--- src/design/hnil_pkg.sv ---
package hnil_pkg;

   localparam int MAX_ENTRIES      = 1024;
   localparam int ENTRY_AW         = $clog2(MAX_ENTRIES);
   localparam int COUNT_W          = ENTRY_AW + 1;
   localparam int NAME_STORE_BYTES = 16384;
   localparam int NAME_AW          = $clog2(NAME_STORE_BYTES);
   localparam int MAX_NAME_LEN     = 256;
   localparam int QBUF_AW          = $clog2(MAX_NAME_LEN);
   localparam int QLEN_W           = QBUF_AW + 1;
   localparam int OFFSET_BITS      = 48;
   localparam int HASH_W           = 64;

   localparam logic [HASH_W-1:0] FNV_BASIS       = 64'hCBF29CE484222325;
   // prime = 2^40 + 435
   localparam int                FNV_PRIME_SHIFT = 40;
   localparam logic [8:0]        FNV_PRIME_LOW   = 9'd435;

   localparam logic [1:0] OP_LOAD  = 2'd0;
   localparam logic [1:0] OP_WRITE = 2'd1;
   localparam logic [1:0] OP_QUERY = 2'd2;

   localparam logic [1:0] ST_OK       = 2'd0;
   localparam logic [1:0] ST_BOUNDS   = 2'd1;
   localparam logic [1:0] ST_ORDER    = 2'd2;
   localparam logic [1:0] ST_FULL     = 2'd3;

   localparam logic [1:0] CSR_NAME_USED  = 2'd0;
   localparam logic [1:0] CSR_DATA_START = 2'd1;
   localparam logic [1:0] CSR_FILE_LEN   = 2'd2;

   localparam logic KIND_LOAD   = 1'b0;
   localparam logic KIND_LOOKUP = 1'b1;

   typedef struct packed {
      logic [NAME_AW-1:0]     noff;
      logic [8:0]             nlen;
      logic [OFFSET_BITS-1:0] doff;
      logic [OFFSET_BITS-1:0] dsz;
   } entry_type;

   typedef struct packed {
      logic accept;
      logic rd_mid;
      logic cmp_step;
      logic scan_init;
      logic scan_rd;
      logic next_entry;
      logic byte_init;
      logic byte_rd;
      logic byte_next;
      logic respond_found;
      logic respond_miss;
   } cmd_type;

   typedef struct packed {
      logic overflow;
      logic search_open;
      logic scan_end;
      logic hash_eq;
      logic len_eq;
      logic byte_eq;
      logic name_done;
   } stat_type;

endpackage

--- src/design/hnil_ctrl.sv ---
module hnil_ctrl import hnil_pkg::*; (
   input  logic     clock,
   input  logic     reset,
   input  logic     start,
   input  logic [1:0] op,
   input  logic     last_byte,
   input  stat_type stat,
   output cmd_type  cmd,
   output logic     busy
);

   typedef enum logic [2:0] {
      IDLE, SRCH_RD, SRCH_CMP, SCAN_RD, SCAN_CHK, BYTE_RD, BYTE_CMP
   } state_type;

   state_type state_ff, state_in;

   assign busy = (state_ff != IDLE);

   // decode state into datapath commands
   always_comb begin
      cmd      = '0;
      state_in = state_ff;
      case (state_ff)
         IDLE: begin
            cmd.accept = start;
            if (start && op == OP_QUERY && last_byte) state_in = SRCH_RD;
         end
         SRCH_RD: begin
            if (stat.overflow) begin
               cmd.respond_miss = 1'b1;
               state_in = IDLE;
            end else if (stat.search_open) begin
               cmd.rd_mid = 1'b1;
               state_in = SRCH_CMP;
            end else begin
               cmd.scan_init = 1'b1;
               state_in = SCAN_RD;
            end
         end
         SRCH_CMP: begin
            cmd.cmp_step = 1'b1;
            state_in = SRCH_RD;
         end
         SCAN_RD: begin
            if (stat.scan_end) begin
               cmd.respond_miss = 1'b1;
               state_in = IDLE;
            end else begin
               cmd.scan_rd = 1'b1;
               state_in = SCAN_CHK;
            end
         end
         SCAN_CHK: begin
            if (!stat.hash_eq) begin
               cmd.respond_miss = 1'b1;
               state_in = IDLE;
            end else if (!stat.len_eq) begin
               cmd.next_entry = 1'b1;
               state_in = SCAN_RD;
            end else begin
               cmd.byte_init = 1'b1;
               state_in = BYTE_RD;
            end
         end
         BYTE_RD: begin
            cmd.byte_rd = 1'b1;
            state_in = BYTE_CMP;
         end
         BYTE_CMP: begin
            if (!stat.byte_eq) begin
               cmd.next_entry = 1'b1;
               state_in = SCAN_RD;
            end else if (stat.name_done) begin
               cmd.respond_found = 1'b1;
               state_in = IDLE;
            end else begin
               cmd.byte_next = 1'b1;
               state_in = BYTE_RD;
            end
         end
         default: state_in = IDLE;
      endcase
   end

   // hold state
   always_ff @(posedge clock) begin
      if (reset) state_ff <= IDLE;
      else       state_ff <= state_in;
   end

   a_one_answer: assert property (@(posedge clock) disable iff (reset)
      !(cmd.respond_found && cmd.respond_miss))
      else $error("found and miss answered together");
   a_answer_idles: assert property (@(posedge clock) disable iff (reset)
      (cmd.respond_found || cmd.respond_miss) |=> !busy)
      else $error("busy after answer");
   a_cmp_after_rd: assert property (@(posedge clock) disable iff (reset)
      (state_ff == SRCH_CMP) |-> $past(cmd.rd_mid))
      else $error("search compare without read");
   a_last_busy: assert property (@(posedge clock) disable iff (reset)
      (cmd.accept && op == OP_QUERY && last_byte) |=> busy)
      else $error("final query byte did not start search");

endmodule

--- config.mk ---
export PLATFORM = sky130hd
export DESIGN_NAME = hnil_ctrl
export DESIGN_NICKNAME = d
export VERILOG_FILES = /design/src/design/hnil_pkg.sv /design/src/design/hnil_ctrl.sv
export SDC_FILE = /design/constraint.sdc
export NUM_CORES = 1
export LEC_CHECK = 0
export BUFFER_PORTS_ARGS = -buffer_cell sky130_fd_sc_hd__buf_2
export CAP_MARGIN = 40
export CORE_AREA = 2 2 39 41
export DETAILED_ROUTE_END_ITERATION = 10
export DIE_AREA = 0 0 41 43
export GPL_TIMING_DRIVEN = 0
export PLACE_DENSITY = 0.65
export SYNTH_ARGS = -nofsm -noshare
export SYNTH_HDL_FRONTEND = slang
export SYNTH_SLANG_ARGS = --single-unit
--- constraint.sdc ---
create_clock -name clock -period 1.25 [get_ports clock]
set_input_delay 0.0625 -clock clock [delete_from_list [all_inputs] [get_ports clock]]
set_output_delay 0.0625 -clock clock [all_outputs]
set_load 0.01 [all_outputs]
==> results of run 1 <==
## cell type report
cell class,instances,area share (%)
buffer,3,5.03
clock buffer,4,3.52
inverter,6,3.02
multi-input combinational,34,42.8
sequential,3,9.23
tap,16,2.68
timing repair buffer,37,33.7
## path summary, 6_finish.rpt
| kind | to | depth (start not counted) | startpoint |
|---|---|---|---|
| max reg2reg | state_ff[1] | 6 | state_ff[1] |
| max | cmd[0] | 5 | state_ff[1] |
| min reg2reg | state_ff[0] | 3 | state_ff[2] |
| min | state_ff[0] | 4 | reset |
## timing repair
action	CTS	global route
gates resized for setup	6	18
cloned	0	0
pin swaps	5	4
setup endpoints to repair	8	12
buffers inserted	10	3
## cell families after synthesis
| family | synth area share (%) |
|---|---|
| and+or+nand+nor | 42.9 |
| buffers and inverters | 12.9 |
| muxes | 2.64 |
| AOI/OAI and AO/OA | 25.7 |
| DFF | 15.8 |
## critical path, stage by stage (launching register included)
cell	delay, ns
dfxtp_4	0.35
buf_8	0.14
nor3b_4	0.19
inv_1	0.07
o32ai_1	0.10
buf_2	0.18
## cell usage in the layout (no fill, tap or decap), types with 2 or more instances in the layout
master and n:
nor2_1 3, clkbuf_4 3, o21ai_0 3, and4bb_2 2
buf_2 21, buf_6 9, nor3b_2 2, a21oi_1 2
inv_1 6, buf_4 9, a31oi_4 2, dfxtp_4 2
## power groups by stage
| stage | Clock [W] | Sequential [W] | Combinational, W |
|---|---|---|---|
| 6_report | 0.000168 | 0.0000946 | 0.0000815 |
| 5_1_grt | 0.000194 | 0.0000947 | 0.0000889 |
| 4_1_cts | 0.000178 | 0.0000964 | 0.0000685 |
| 3_5_place_dp | 0 | 0.0000999 | 0.0000654 |
| 3_3_place_gp | 0 | 0.0000998 | 0.0000641 |
| 2_1_floorplan | 0 | 0.0000997 | 0.0000322 |
## stage by stage
stage	hold WS, ns	utilization [%]	TNS (ns)	instance area [um^2]	worst slack, ns
after global placement	0.360	37.5	0	519	0.106
final	0.112	53.9	-0.167	746	-0.0709
after global routing	0.106	53.9	-0.717	746	-0.144
after floorplan	0.173	-	0	379	0.171
after detailed placement	0.359	37.5	0	519	0.106
after CTS	0.113	46.0	-0.120	637	-0.0476
## per-layer routing
metal	vias to the layer above	wire (um)	global-route usage [%]
li1	250	-	-
met1	227	423	12.5
met2	18	708	25.6
met3	0	71	3.14
met4	0	0	8.00
met5	-	0	0
==> reports/summary.json, run 1 <==
{
  "power": {
    "ir_drop_mv": 0.289,
    "swShare_pct": 25.9,
    "power.share.sequential_pct": 27.5,
    "p_int_w": 0.000255,
    "p_clk_share_pct": 48.8,
    "static-leakage-power_nw": 0.370,
    "cellPowerDensity_nw_per_um2": 461,
    "power.combinational.fraction_pct": 23.7,
    "design_power_total_w": 0.000344,
    "p_switching_w": 0.0000892
  },
  "placed_design": {
    "gp_congestion": 0.672,
    "placedCellCount": 86,
    "place.port_buffers": 24,
    "hpwl_dp_um": 750
  },
  "hold_path": {
    "hold_path_class": "in -> reg"
  },
  "synth": {
    "synth_top_area_share_pct": 15.8,
    "synthTopCellsByCount": "inv_1, nor2_1, dfxtp_1, nor3b_1, o21ai_0",
    "synth.cell_area_um2": 379,
    "synthMostInstantiatedCell": "inv_1",
    "ys.flop_type": "dfxtp_1",
    "ys_seq_elements": 3,
    "synth.largest_area_cell": "dfxtp_1",
    "postSynth.asyncResetShare_pct": 0,
    "synth_top_cells_by_area": "dfxtp_1, and4bb_2, inv_1, nor3b_1, a31oi_4",
    "synth_seq_area_share_pct": 15.8,
    "synth_area_per_cell_um2": 8.24,
    "synthesis_warning_total": 0,
    "syn-num-nets": 59,
    "synth_enable_flop_cells": 0,
    "synth_cells": 46,
    "post_synth_num_cell_types": 28
  },
  "worst_setup_path": {
    "worstSetupEndpointType": "output pin",
    "critPathLaunchType": "register",
    "setup.reg_to_reg.worst_slack_ns": -0.02,
    "worst-endpoint-arrival_ns": 1.26,
    "critical_path_required_ns": 1.19,
    "critical_path_fanout_max": 8,
    "setup.worst_path.class": "reg -> out"
  },
  "routing": {
    "routed_wire_length_per_instance_um": 11.7,
    "vias_per_cell": 4.81,
    "detailroute.via_count": 495,
    "first_iter_violations": 5,
    "postRouteAntennaNets": 0,
    "detailedRoute.firstPassIterationCount": 5,
    "drt_drc_violations_left": 0,
    "routed_wl_mm": 1.20
  },
  "global_route": {
    "grt-ovfl-total": 0,
    "maximum_number_of_pins_on_one_net_before_global_route_repair": 9,
    "first_global_vias": 450,
    "global_route_wire_length_before_repair_mm": 1.68,
    "antenna_found_initial": 0,
    "grt.total_usage_pct": 14.0
  },
  "floorplan": {
    "initial_core_util_pct": 27.4,
    "dieArea_um2": 1760,
    "dieHeight_um": 43,
    "placementRows": 14,
    "die_x_um": 41,
    "core_um2": 1380,
    "io_pins": 25
  },
  "timing": {
    "timing.final.hold_violations": 0,
    "rsz0062_at_grt": "true",
    "report.final.setup_viol": 5,
    "post-route-worst-setup-slack_ns": -0.0709,
    "min_period_ns": 1.32,
    "timing.max_slew.rel_slack_pct": 85.9,
    "worst_pin_slew_ns": 0.209,
    "final.period_utilization_pct": 106,
    "post_route_clock_skew_ns": 0.0000578,
    "achievable-frequency_mhz": 757,
    "report.final.slew_viol_count": 0
  },
  "clocking": {
    "cts-root-to-sink-buffers": 2,
    "numCtsBuffers": 3,
    "cts_htree_levels": 1,
    "clk_root_buffer_cell": "clkbuf_4",
    "hold_fix_buffers_cts": 0,
    "numClockSinks": 3,
    "insertion_delay_ns": 0.23,
    "clock_tree_from_tritoncts": "built",
    "clk_transition_reported_paths_ns": 0.04
  },
  "final_layout": {
    "area_of_the_multi_input_gates_um2": 319,
    "antennaDiodeCount": 0,
    "final-instance-count-excl-fill": 103,
    "areaGrowthSynthToFinish_pct": 96.7,
    "largest_register_ff_count": 3,
    "largest_registers": "state_ff: 3 flops",
    "final_layout_size_suffix_gt1_share_pct": 70.1,
    "fillCellCount": 128,
    "fin_nets": 101,
    "seqCellArea_um2": 68.8,
    "regMostFlops": "state_ff"
  },
  "status": {
    "status": "complete, but fails checks",
    "failed_checks": "negative setup slack"
  },
  "job": {
    "max_cap_violations": 0
  }
}
(Power assumes the default switching activity.)
==> run 2, diff against run 1 <==
--- a/config.mk
+++ b/config.mk
@@ -5,7 +5,7 @@
 export SDC_FILE = /design/constraint.sdc
 export NUM_CORES = 1
 export LEC_CHECK = 0
-export BUFFER_PORTS_ARGS = -buffer_cell sky130_fd_sc_hd__buf_2
+export BUFFER_PORTS_ARGS = -buffer_cell sky130_fd_sc_hd__clkbuf_2
 export CAP_MARGIN = 40
 export CORE_AREA = 2 2 39 41
 export DETAILED_ROUTE_END_ITERATION = 10
==> reports/summary.json, run 2 (synthesis gave the netlist of run 1 again) <==
{
  "floorplan": {
    "core": {"value": 1380, "unit": "um^2", "change": "unchanged"},
    "dieArea": {"value": 1760, "unit": "um^2", "change": "unchanged"},
    "io_pins": {"value": 25, "change": "unchanged"},
    "dieHeight": {"value": 43, "unit": "um", "change": "unchanged"},
    "initial_core_util": {"value": 27.4, "unit": "%", "change": "unchanged"},
    "die_x": {"value": 41, "unit": "um", "change": "unchanged"},
    "placementRows": {"value": 14, "change": "unchanged"}
  },
  "clocking": {
    "numCtsBuffers": {"value": 3, "change": "unchanged"},
    "insertion_delay": {"value": 0.23, "unit": "ns", "change": "about the same"},
    "clock_tree_from_tritoncts": "built",
    "cts-root-to-sink-buffers": {"value": 2, "change": "unchanged"},
    "cts_htree_levels": {"value": 1, "change": "unchanged"},
    "clk_root_buffer_cell": "clkbuf_4",
    "clk_transition_reported_paths": {"value": 0.04, "unit": "ns", "change": "about the same"},
    "numClockSinks": {"value": 3, "change": "unchanged"},
    "hold_fix_buffers_cts": {"value": 0, "change": "unchanged"}
  },
  "power": {
    "p_int": {"value": 0.000251, "unit": "W", "change": "-1.4%"},
    "swShare": {"value": 24.9, "unit": "%", "change": "-1.1 points"},
    "cellPowerDensity": {"value": 516, "unit": "nW/um^2", "change": "+12%"},
    "power.combinational.fraction": {"value": 21.4, "unit": "%", "change": "-2.3 points"},
    "p_clk_share": {"value": 49.7, "unit": "%", "change": "+0.9 points"},
    "static-leakage-power": {"value": 0.333, "unit": "nW", "change": "-10%"},
    "design_power_total": {"value": 0.000334, "unit": "W", "change": "-2.8%"},
    "ir_drop": {"value": 0.274, "unit": "mV", "change": "-5.3%"},
    "power.share.sequential": {"value": 28.9, "unit": "%", "change": "+1.4 points"},
    "p_switching": {"value": 0.0000832, "unit": "W", "change": "-6.8%"}
  },
  "hold_path": {
    "hold-path-cell-count": {"value": 4, "change": "unchanged"},
    "hold_path_startpoint": "reset",
    "hold_path_class": "in -> reg",
    "capture_endpoint_of_the_worst_hold_path": "state_ff[2]"
  },
  "status": {
    "status": "complete, but fails checks",
    "failed_checks": "negative setup slack"
  },
  "timing": {
    "achievable-frequency": {"value": 777, "unit": "MHz", "change": "+2.7%"},
    "post_route_clock_skew": {"value": 0.000123, "unit": "ns", "change": "+0.0000652 ns"},
    "timing.max_slew.rel_slack": {"value": 81.8, "unit": "%", "change": "-4.1 points"},
    "min_period": {"value": 1.29, "unit": "ns", "change": "-0.0345 ns"},
    "timing.final.hold_violations": {"value": 0, "change": "unchanged"},
    "final.period_utilization": {"value": 103, "unit": "%", "change": "-2.8 points"},
    "worst_pin_slew": {"value": 0.270, "unit": "ns", "change": "+0.0613 ns"},
    "report.final.slew_viol_count": {"value": 0, "change": "unchanged"},
    "post-route-worst-setup-slack": {"value": -0.0364, "unit": "ns", "change": "+0.0345 ns"},
    "report.final.setup_viol": {"value": 3, "change": "-2"},
    "setup-tns-final": {"value": -0.0774, "unit": "ns", "change": "+0.0898 ns"},
    "rsz0062_at_grt": "true"
  },
  "worst_setup_path": {
    "worst-endpoint-arrival": {"value": 1.22, "unit": "ns", "change": "-0.04 ns"},
    "r2r-start": "state_ff[1]",
    "worstSetupEndpointType": "output pin",
    "critical_path_fanout_max": {"value": 7, "change": "-1"},
    "slowest_delay": {"value": 0.35, "unit": "ns", "change": "about the same"},
    "r2r-end": "state_ff[1]",
    "timing.critical_path.cells": "buf_6 -> nor3b_4 -> inv_1 -> o32ai_2 -> buf_2",
    "reg2reg_depth": {"value": 6, "change": "unchanged"},
    "setup.worst_path.class": "reg -> out",
    "cp_slowest_cell": "dfxtp_4",
    "setup.reg_to_reg.worst_slack": {"value": 0.01, "unit": "ns", "change": "+0.03 ns"},
    "critical_path_required": {"value": 1.19, "unit": "ns", "change": "about the same"},
    "critPathLaunchType": "register"
  },
  "routing": {
    "detailroute.via_count": {"value": 470, "change": "-5.1%"},
    "routed_wl": {"value": 1.04, "unit": "mm", "change": "-13%"},
    "postRouteAntennaNets": {"value": 0, "change": "unchanged"},
    "routed_wire_length_per_instance": {"value": 10.5, "unit": "um", "change": "-9.8%"},
    "drt_drc_violations_left": {"value": 0, "change": "unchanged"},
    "vias_per_cell": {"value": 4.75, "change": "-1.2%"},
    "first_iter_violations": {"value": 1, "change": "-4"},
    "detailedRoute.firstPassIterationCount": {"value": 4, "change": "-1"}
  },
  "global_route": {
    "grt.total_usage": {"value": 12.4, "unit": "%", "change": "-1.5 points"},
    "grt-ovfl-total": {"value": 0, "change": "unchanged"},
    "antenna_found_initial": {"value": 0, "change": "unchanged"},
    "global_route_wire_length_before_repair": {"value": 1.48, "unit": "mm", "change": "-12%"},
    "maximum_number_of_pins_on_one_net_before_global_route_repair": {"value": 8, "change": "-1"},
    "first_global_vias": {"value": 415, "change": "-7.8%"}
  },
  "final_layout": {
    "antennaDiodeCount": {"value": 0, "change": "unchanged"},
    "utilization": {"value": 46.8, "unit": "%", "change": "-7.1 points"},
    "largest_register_ff_count": {"value": 3, "change": "unchanged"},
    "final_common_cell": "clkbuf_2",
    "largest_registers": "state_ff: 3 flops",
    "fin_nets": {"value": 97, "change": "-4.0%"},
    "areaGrowthSynthToFinish_pct": 71.0,
    "layout.cells.most_common_list": "clkbuf_2, buf_2, buf_4",
    "final_cell_area": {"value": 648, "unit": "um^2", "change": "-13%"},
    "regMostFlops": "state_ff",
    "final_layout_size_suffix_gt1_share": {"value": 62.7, "unit": "%", "change": "-7.5 points"}
  },
  "placed_design": {
    "hpwl_dp": {"value": 758, "unit": "um", "change": "+0.96%"},
    "gp_congestion": {"value": 0.674, "change": "+0.34%"},
    "placement.setup.worst_slack": {"value": 0.0776, "unit": "ns", "change": "-0.0285 ns"},
    "dpl-instance-area": {"value": 519, "unit": "um^2", "change": "unchanged"},
    "place.port_buffers": {"value": 24, "change": "unchanged"}
  },
  "job": {
    "max_cap_violations": {"value": 0, "change": "unchanged"}
  }
}
==> run 2: cell count changes in the layout (fill, tap and decap cells not counted), sizes merged <==
cell    change
buf        -21
clkbuf     +17
==> run 2: per-layer routing <==
metal | part of all wire [%] | vias up | global-route usage (%)
met4 | 0 | 0 | 8.00
met3 | 6.7 | 0 | 3.14
li1 | - | 238 | -
met5 | 0 | - | 0
met1 | 38 | 216 | 9.65
met2 | 55 | 16 | 23.8
==> run 2: metrics by stage <==
step,hold WS (ns),std cells
floorplan,0.173,46
global placement,0.364,86
detailed placement,0.371,86
CTS,0.122,99
global route,0.120,99
finish,0.128,99
==> run 2: final cells by class <==
type / instances / area, um^2
Clock buffer: 4 / 26.3
Timing Repair Buffer: 33 / 195
Tap cell: 16 / 20.0
Fill cell: 152 / 736
Sequential cell: 3 / 65.1
Buffer: 3 / 33.8
Inverter: 6 / 22.5
Multi-Input combinational cell: 34 / 285
==> run 2: worst max-delay path: cells and delay by family (launching register included) <==
| kind | cells | cell delay [ns] |
|---|---|---|
| compound gates | 1 | 0.08 |
| buf+inv | 3 | 0.37 |
| flops | 1 | 0.35 |
| simple gates | 1 | 0.20 |
==> run 2: worst max path at each step <==
stage                      startpoint          end  slack, ns
after detailed placement  state_ff[1]       cmd[0]       0.08
after global routing      state_ff[1]       cmd[0]      -0.12
after floorplan           state_ff[2]  state_ff[1]       0.17
final                     state_ff[1]       cmd[0]      -0.04
after global placement    state_ff[2]       cmd[0]       0.09
after CTS                 state_ff[1]       cmd[0]      -0.06
==> run 2: power groups by stage <==
stage                     Combinational (W)  Clock [W]  Sequential (W)
after floorplan                   0.0000322          0       0.0000997
after global placement            0.0000642          0       0.0000998
after detailed placement          0.0000654          0       0.0000998
after CTS                         0.0000708   0.000178       0.0000965
after global routing              0.0000792   0.000194       0.0000964
final                             0.0000715   0.000166       0.0000965
==> run 2: timing repair <==
action,CTS,global route
setup endpoints to repair,8,11
buffers inserted,9,0
resized for setup,8,9
pin swaps,2,2
==> run 3, diff against run 2 <==
--- a/config.mk
+++ b/config.mk
@@ -8,10 +8,11 @@
 export BUFFER_PORTS_ARGS = -buffer_cell sky130_fd_sc_hd__clkbuf_2
 export CAP_MARGIN = 40
 export CORE_AREA = 2 2 39 41
+export CTS_CLUSTER_SIZE = 14
 export DETAILED_ROUTE_END_ITERATION = 10
 export DIE_AREA = 0 0 41 43
-export GPL_TIMING_DRIVEN = 0
 export PLACE_DENSITY = 0.65
+export REMOVE_ABC_BUFFERS = 1
 export SYNTH_ARGS = -nofsm -noshare
 export SYNTH_HDL_FRONTEND = slang
 export SYNTH_SLANG_ARGS = --single-unit
==> reports/summary.json, run 3 (synthesis gave the netlist of run 1 again) <==
{
  "floorplan": {
    "placementRows": {"value": 14, "change": "unchanged"},
    "dieHeight": {"value": 43, "unit": "um", "change": "unchanged"},
    "core": {"value": 1380, "unit": "um^2", "change": "unchanged"},
    "io_pins": {"value": 25, "change": "unchanged"},
    "initial_core_util": {"value": 27.4, "unit": "%", "change": "unchanged"},
    "dieArea": {"value": 1760, "unit": "um^2", "change": "unchanged"},
    "die_x": {"value": 41, "unit": "um", "change": "unchanged"}
  },
  "worst_setup_path": {
    "critical_path_required": {"value": 1.19, "unit": "ns", "change": "about the same"},
    "r2r-start": "state_ff[1]",
    "timing.critical_path.cells": "buf_6 -> nor3b_4 -> inv_1 -> o32ai_2 -> clkbuf_2",
    "critical_path_fanout_max": {"value": 7, "change": "unchanged"},
    "r2r-end": "state_ff[2]",
    "worst-endpoint-arrival": {"value": 1.24, "unit": "ns", "change": "+0.02 ns"},
    "path_buf_inv": {"value": 3, "change": "unchanged"},
    "cpLargestDelayFamily": "buffers and inverters",
    "setup.worst_path.class": "reg -> out",
    "cp_slowest_cell": "dfxtp_4",
    "setup.reg_to_reg.worst_slack": {"value": 0.03, "unit": "ns", "change": "+0.02 ns"},
    "worstSetupEndpointType": "output pin",
    "reg2reg_depth": {"value": 5, "change": "-1"},
    "critPathLaunchType": "register",
    "slowest_delay": {"value": 0.36, "unit": "ns", "change": "about the same"}
  },
  "routing": {
    "first_iter_violations": {"value": 10, "change": "+9"},
    "routed_wire_length_per_instance": {"value": 11.7, "unit": "um", "change": "+11%"},
    "detailedRoute.firstPassIterationCount": {"value": 5, "change": "+1"},
    "detailroute.via_count": {"value": 492, "change": "+4.7%"},
    "postRouteAntennaNets": {"value": 0, "change": "unchanged"},
    "vias_per_cell": {"value": 4.87, "change": "+2.6%"},
    "drt_drc_violations_left": {"value": 0, "change": "unchanged"},
    "routed_wl": {"value": 1.19, "unit": "mm", "change": "+14%"}
  },
  "placed_design": {
    "hpwl_dp": {"value": 741, "unit": "um", "change": "-2.2%"},
    "gp_congestion": {"value": 0.779, "change": "+16%"},
    "place.port_buffers": {"value": 24, "change": "unchanged"},
    "placement.setup.worst_slack": {"value": 0.0672, "unit": "ns", "change": "-0.0103 ns"},
    "placedCellCount": {"value": 90, "change": "+4.7%"}
  },
  "timing": {
    "final.period_utilization": {"value": 104, "unit": "%", "change": "+1.2 points"},
    "timing.final.hold_violations": {"value": 0, "change": "unchanged"},
    "achievable-frequency": {"value": 769, "unit": "MHz", "change": "-1.1%"},
    "report.final.setup_viol": {"value": 3, "change": "unchanged"},
    "min_period": {"value": 1.30, "unit": "ns", "change": "+0.0147 ns"},
    "post_route_clock_skew": {"value": 0.00848, "unit": "ns", "change": "+0.00836 ns"},
    "worst_pin_slew": {"value": 0.216, "unit": "ns", "change": "-0.0543 ns"},
    "fin_hold_ws": {"value": 0.119, "unit": "ns", "change": "-0.00929 ns"},
    "report.final.slew_viol_count": {"value": 0, "change": "unchanged"},
    "rsz0062_at_grt": "true",
    "post-route-worst-setup-slack": {"value": -0.0511, "unit": "ns", "change": "-0.0147 ns"},
    "timing.max_slew.rel_slack": {"value": 85.4, "unit": "%", "change": "+3.6 points"}
  },
  "power": {
    "cellPowerDensity": {"value": 511, "unit": "nW/um^2", "change": "-0.82%"},
    "static-leakage-power": {"value": 0.344, "unit": "nW", "change": "+3.3%"},
    "p_switching": {"value": 0.0000961, "unit": "W", "change": "+16%"},
    "design_power_total": {"value": 0.000349, "unit": "W", "change": "+4.3%"},
    "power.share.sequential": {"value": 27.0, "unit": "%", "change": "-1.9 points"},
    "ir_drop": {"value": 0.260, "unit": "mV", "change": "-5.0%"},
    "p_clk_share": {"value": 50.5, "unit": "%", "change": "+0.8 points"},
    "power.combinational.fraction": {"value": 22.4, "unit": "%", "change": "+1.0 points"},
    "p_int": {"value": 0.000253, "unit": "W", "change": "+0.65%"},
    "swShare": {"value": 27.5, "unit": "%", "change": "+2.7 points"}
  },
  "clocking": {
    "clk_root_buffer_cell": "clkbuf_4",
    "cts_htree_levels": {"value": 1, "change": "unchanged"},
    "numCtsBuffers": {"value": 3, "change": "unchanged"},
    "cts-root-to-sink-buffers": {"value": 2, "change": "unchanged"},
    "hold_fix_buffers_cts": {"value": 0, "change": "unchanged"},
    "insertion_delay": {"value": 0.24, "unit": "ns", "change": "about the same"},
    "clk_transition_reported_paths": {"value": 0.04, "unit": "ns", "change": "about the same"},
    "numClockSinks": {"value": 3, "change": "unchanged"},
    "clock_tree_from_tritoncts": "built"
  },
  "global_route": {
    "grt-ovfl-total": {"value": 0, "change": "unchanged"},
    "met2_usage": {"value": 26.3, "unit": "%", "change": "+2.5 points"},
    "maximum_number_of_pins_on_one_net_before_global_route_repair": {"value": 10, "change": "+2"},
    "global_route_wire_length_before_repair": {"value": 1.83, "unit": "mm", "change": "+23%"},
    "first_global_vias": {"value": 442, "change": "+6.5%"},
    "gr-usage-met3": {"value": 2.09, "unit": "%", "change": "-1.0 points"},
    "top_usage_layer": "met2",
    "met1_global_route_usage": {"value": 17.6, "unit": "%", "change": "+7.9 points"},
    "grt.total_usage": {"value": 15.5, "unit": "%", "change": "+3.1 points"},
    "antenna_found_initial": {"value": 0, "change": "unchanged"}
  },
  "hold_path": {
    "hold_path_startpoint": "reset",
    "hold_path_class": "in -> reg",
    "capture_endpoint_of_the_worst_hold_path": "state_ff[0]",
    "hold-path-cell-count": {"value": 4, "change": "unchanged"}
  },
  "final_layout": {
    "final-instance-count-excl-fill": {"value": 101, "change": "+2.0%"},
    "regMostFlops": "state_ff",
    "fin_nets": {"value": 99, "change": "+2.1%"},
    "layout.cells.most_common_list": "clkbuf_2, buf_4, inv_1, buf_6",
    "areaGrowthSynthToFinish_pct": 79.9,
    "final_common_cell": "clkbuf_2",
    "final_layout_size_suffix_gt1_share": {"value": 68.2, "unit": "%", "change": "+5.6 points"},
    "utilization": {"value": 49.3, "unit": "%", "change": "+2.4 points"},
    "largest_register_ff_count": {"value": 3, "change": "unchanged"},
    "antennaDiodeCount": {"value": 0, "change": "unchanged"},
    "largest_registers": "state_ff: 3 flops"
  },
  "job": {
    "max_cap_violations": {"value": 0, "change": "unchanged"}
  },
  "status": {
    "status": "complete, but fails checks",
    "failed_checks": "negative setup slack"
  }
}
[run 3: what timing repair did]
| action | CTS | global route |
|---|---|---|
| pin swaps | 7 | 0 |
| endpoints found under the setup margin | 12 | 10 |
| resized for setup | 15 | 7 |
| buffers inserted | 7 | 0 |
[run 3: per-layer routing]
| metal | part of all wire, % | up-vias |
|---|---|---|
| met5 | 0 | - |
| met4 | 0 | 0 |
| met3 | 7.2 | 0 |
| met2 | 54 | 19 |
| met1 | 39 | 229 |
| li1 | - | 244 |
[run 3: how the worst max path moves through the flow]
stage	from	to	cells after the start
floorplan	state_ff[1]	state_ff[0]	3
global placement	state_ff[1]	cmd[0]	5
detailed placement	state_ff[2]	state_ff[2]	3
CTS	state_ff[0]	cmd[10]	3
global route	state_ff[1]	cmd[0]	5
finish	state_ff[1]	cmd[0]	5
[run 3: worst min-delay path: cells and delay by family]
kind / cells / cell delay [ns]
compound gates: 3 / 0.14
buf+inv: 1 / 0.11
[run 3: metrics by stage]
| step | cell area, um^2 | TNS (ns) |
|---|---|---|
| global placement | 546 | 0 |
| floorplan | 353 | 0 |
| global route | 682 | -0.557 |
| finish | 682 | -0.141 |
| CTS | 673 | -0.159 |
| detailed placement | 546 | 0 |
[run 3: cell type report]
class | instances | area, um^2
Clock buffer | 4 | 26.3
Inverter | 6 | 22.5
Tap cell | 16 | 20.0
Multi-Input combinational cell | 34 | 295
Timing Repair Buffer | 38 | 246
Fill cell | 138 | 702
Sequential cell | 3 | 71.3
[run 3: power groups by stage]
stage | combinational [W] | sequential [W] | clock [W]
finish | 0.0000782 | 0.0000943 | 0.000176
global route | 0.0000854 | 0.0000943 | 0.000191
CTS | 0.0000768 | 0.0000941 | 0.000181
detailed placement | 0.0000644 | 0.000102 | 0
global placement | 0.0000636 | 0.000102 | 0
floorplan | 0.0000271 | 0.000103 | 0
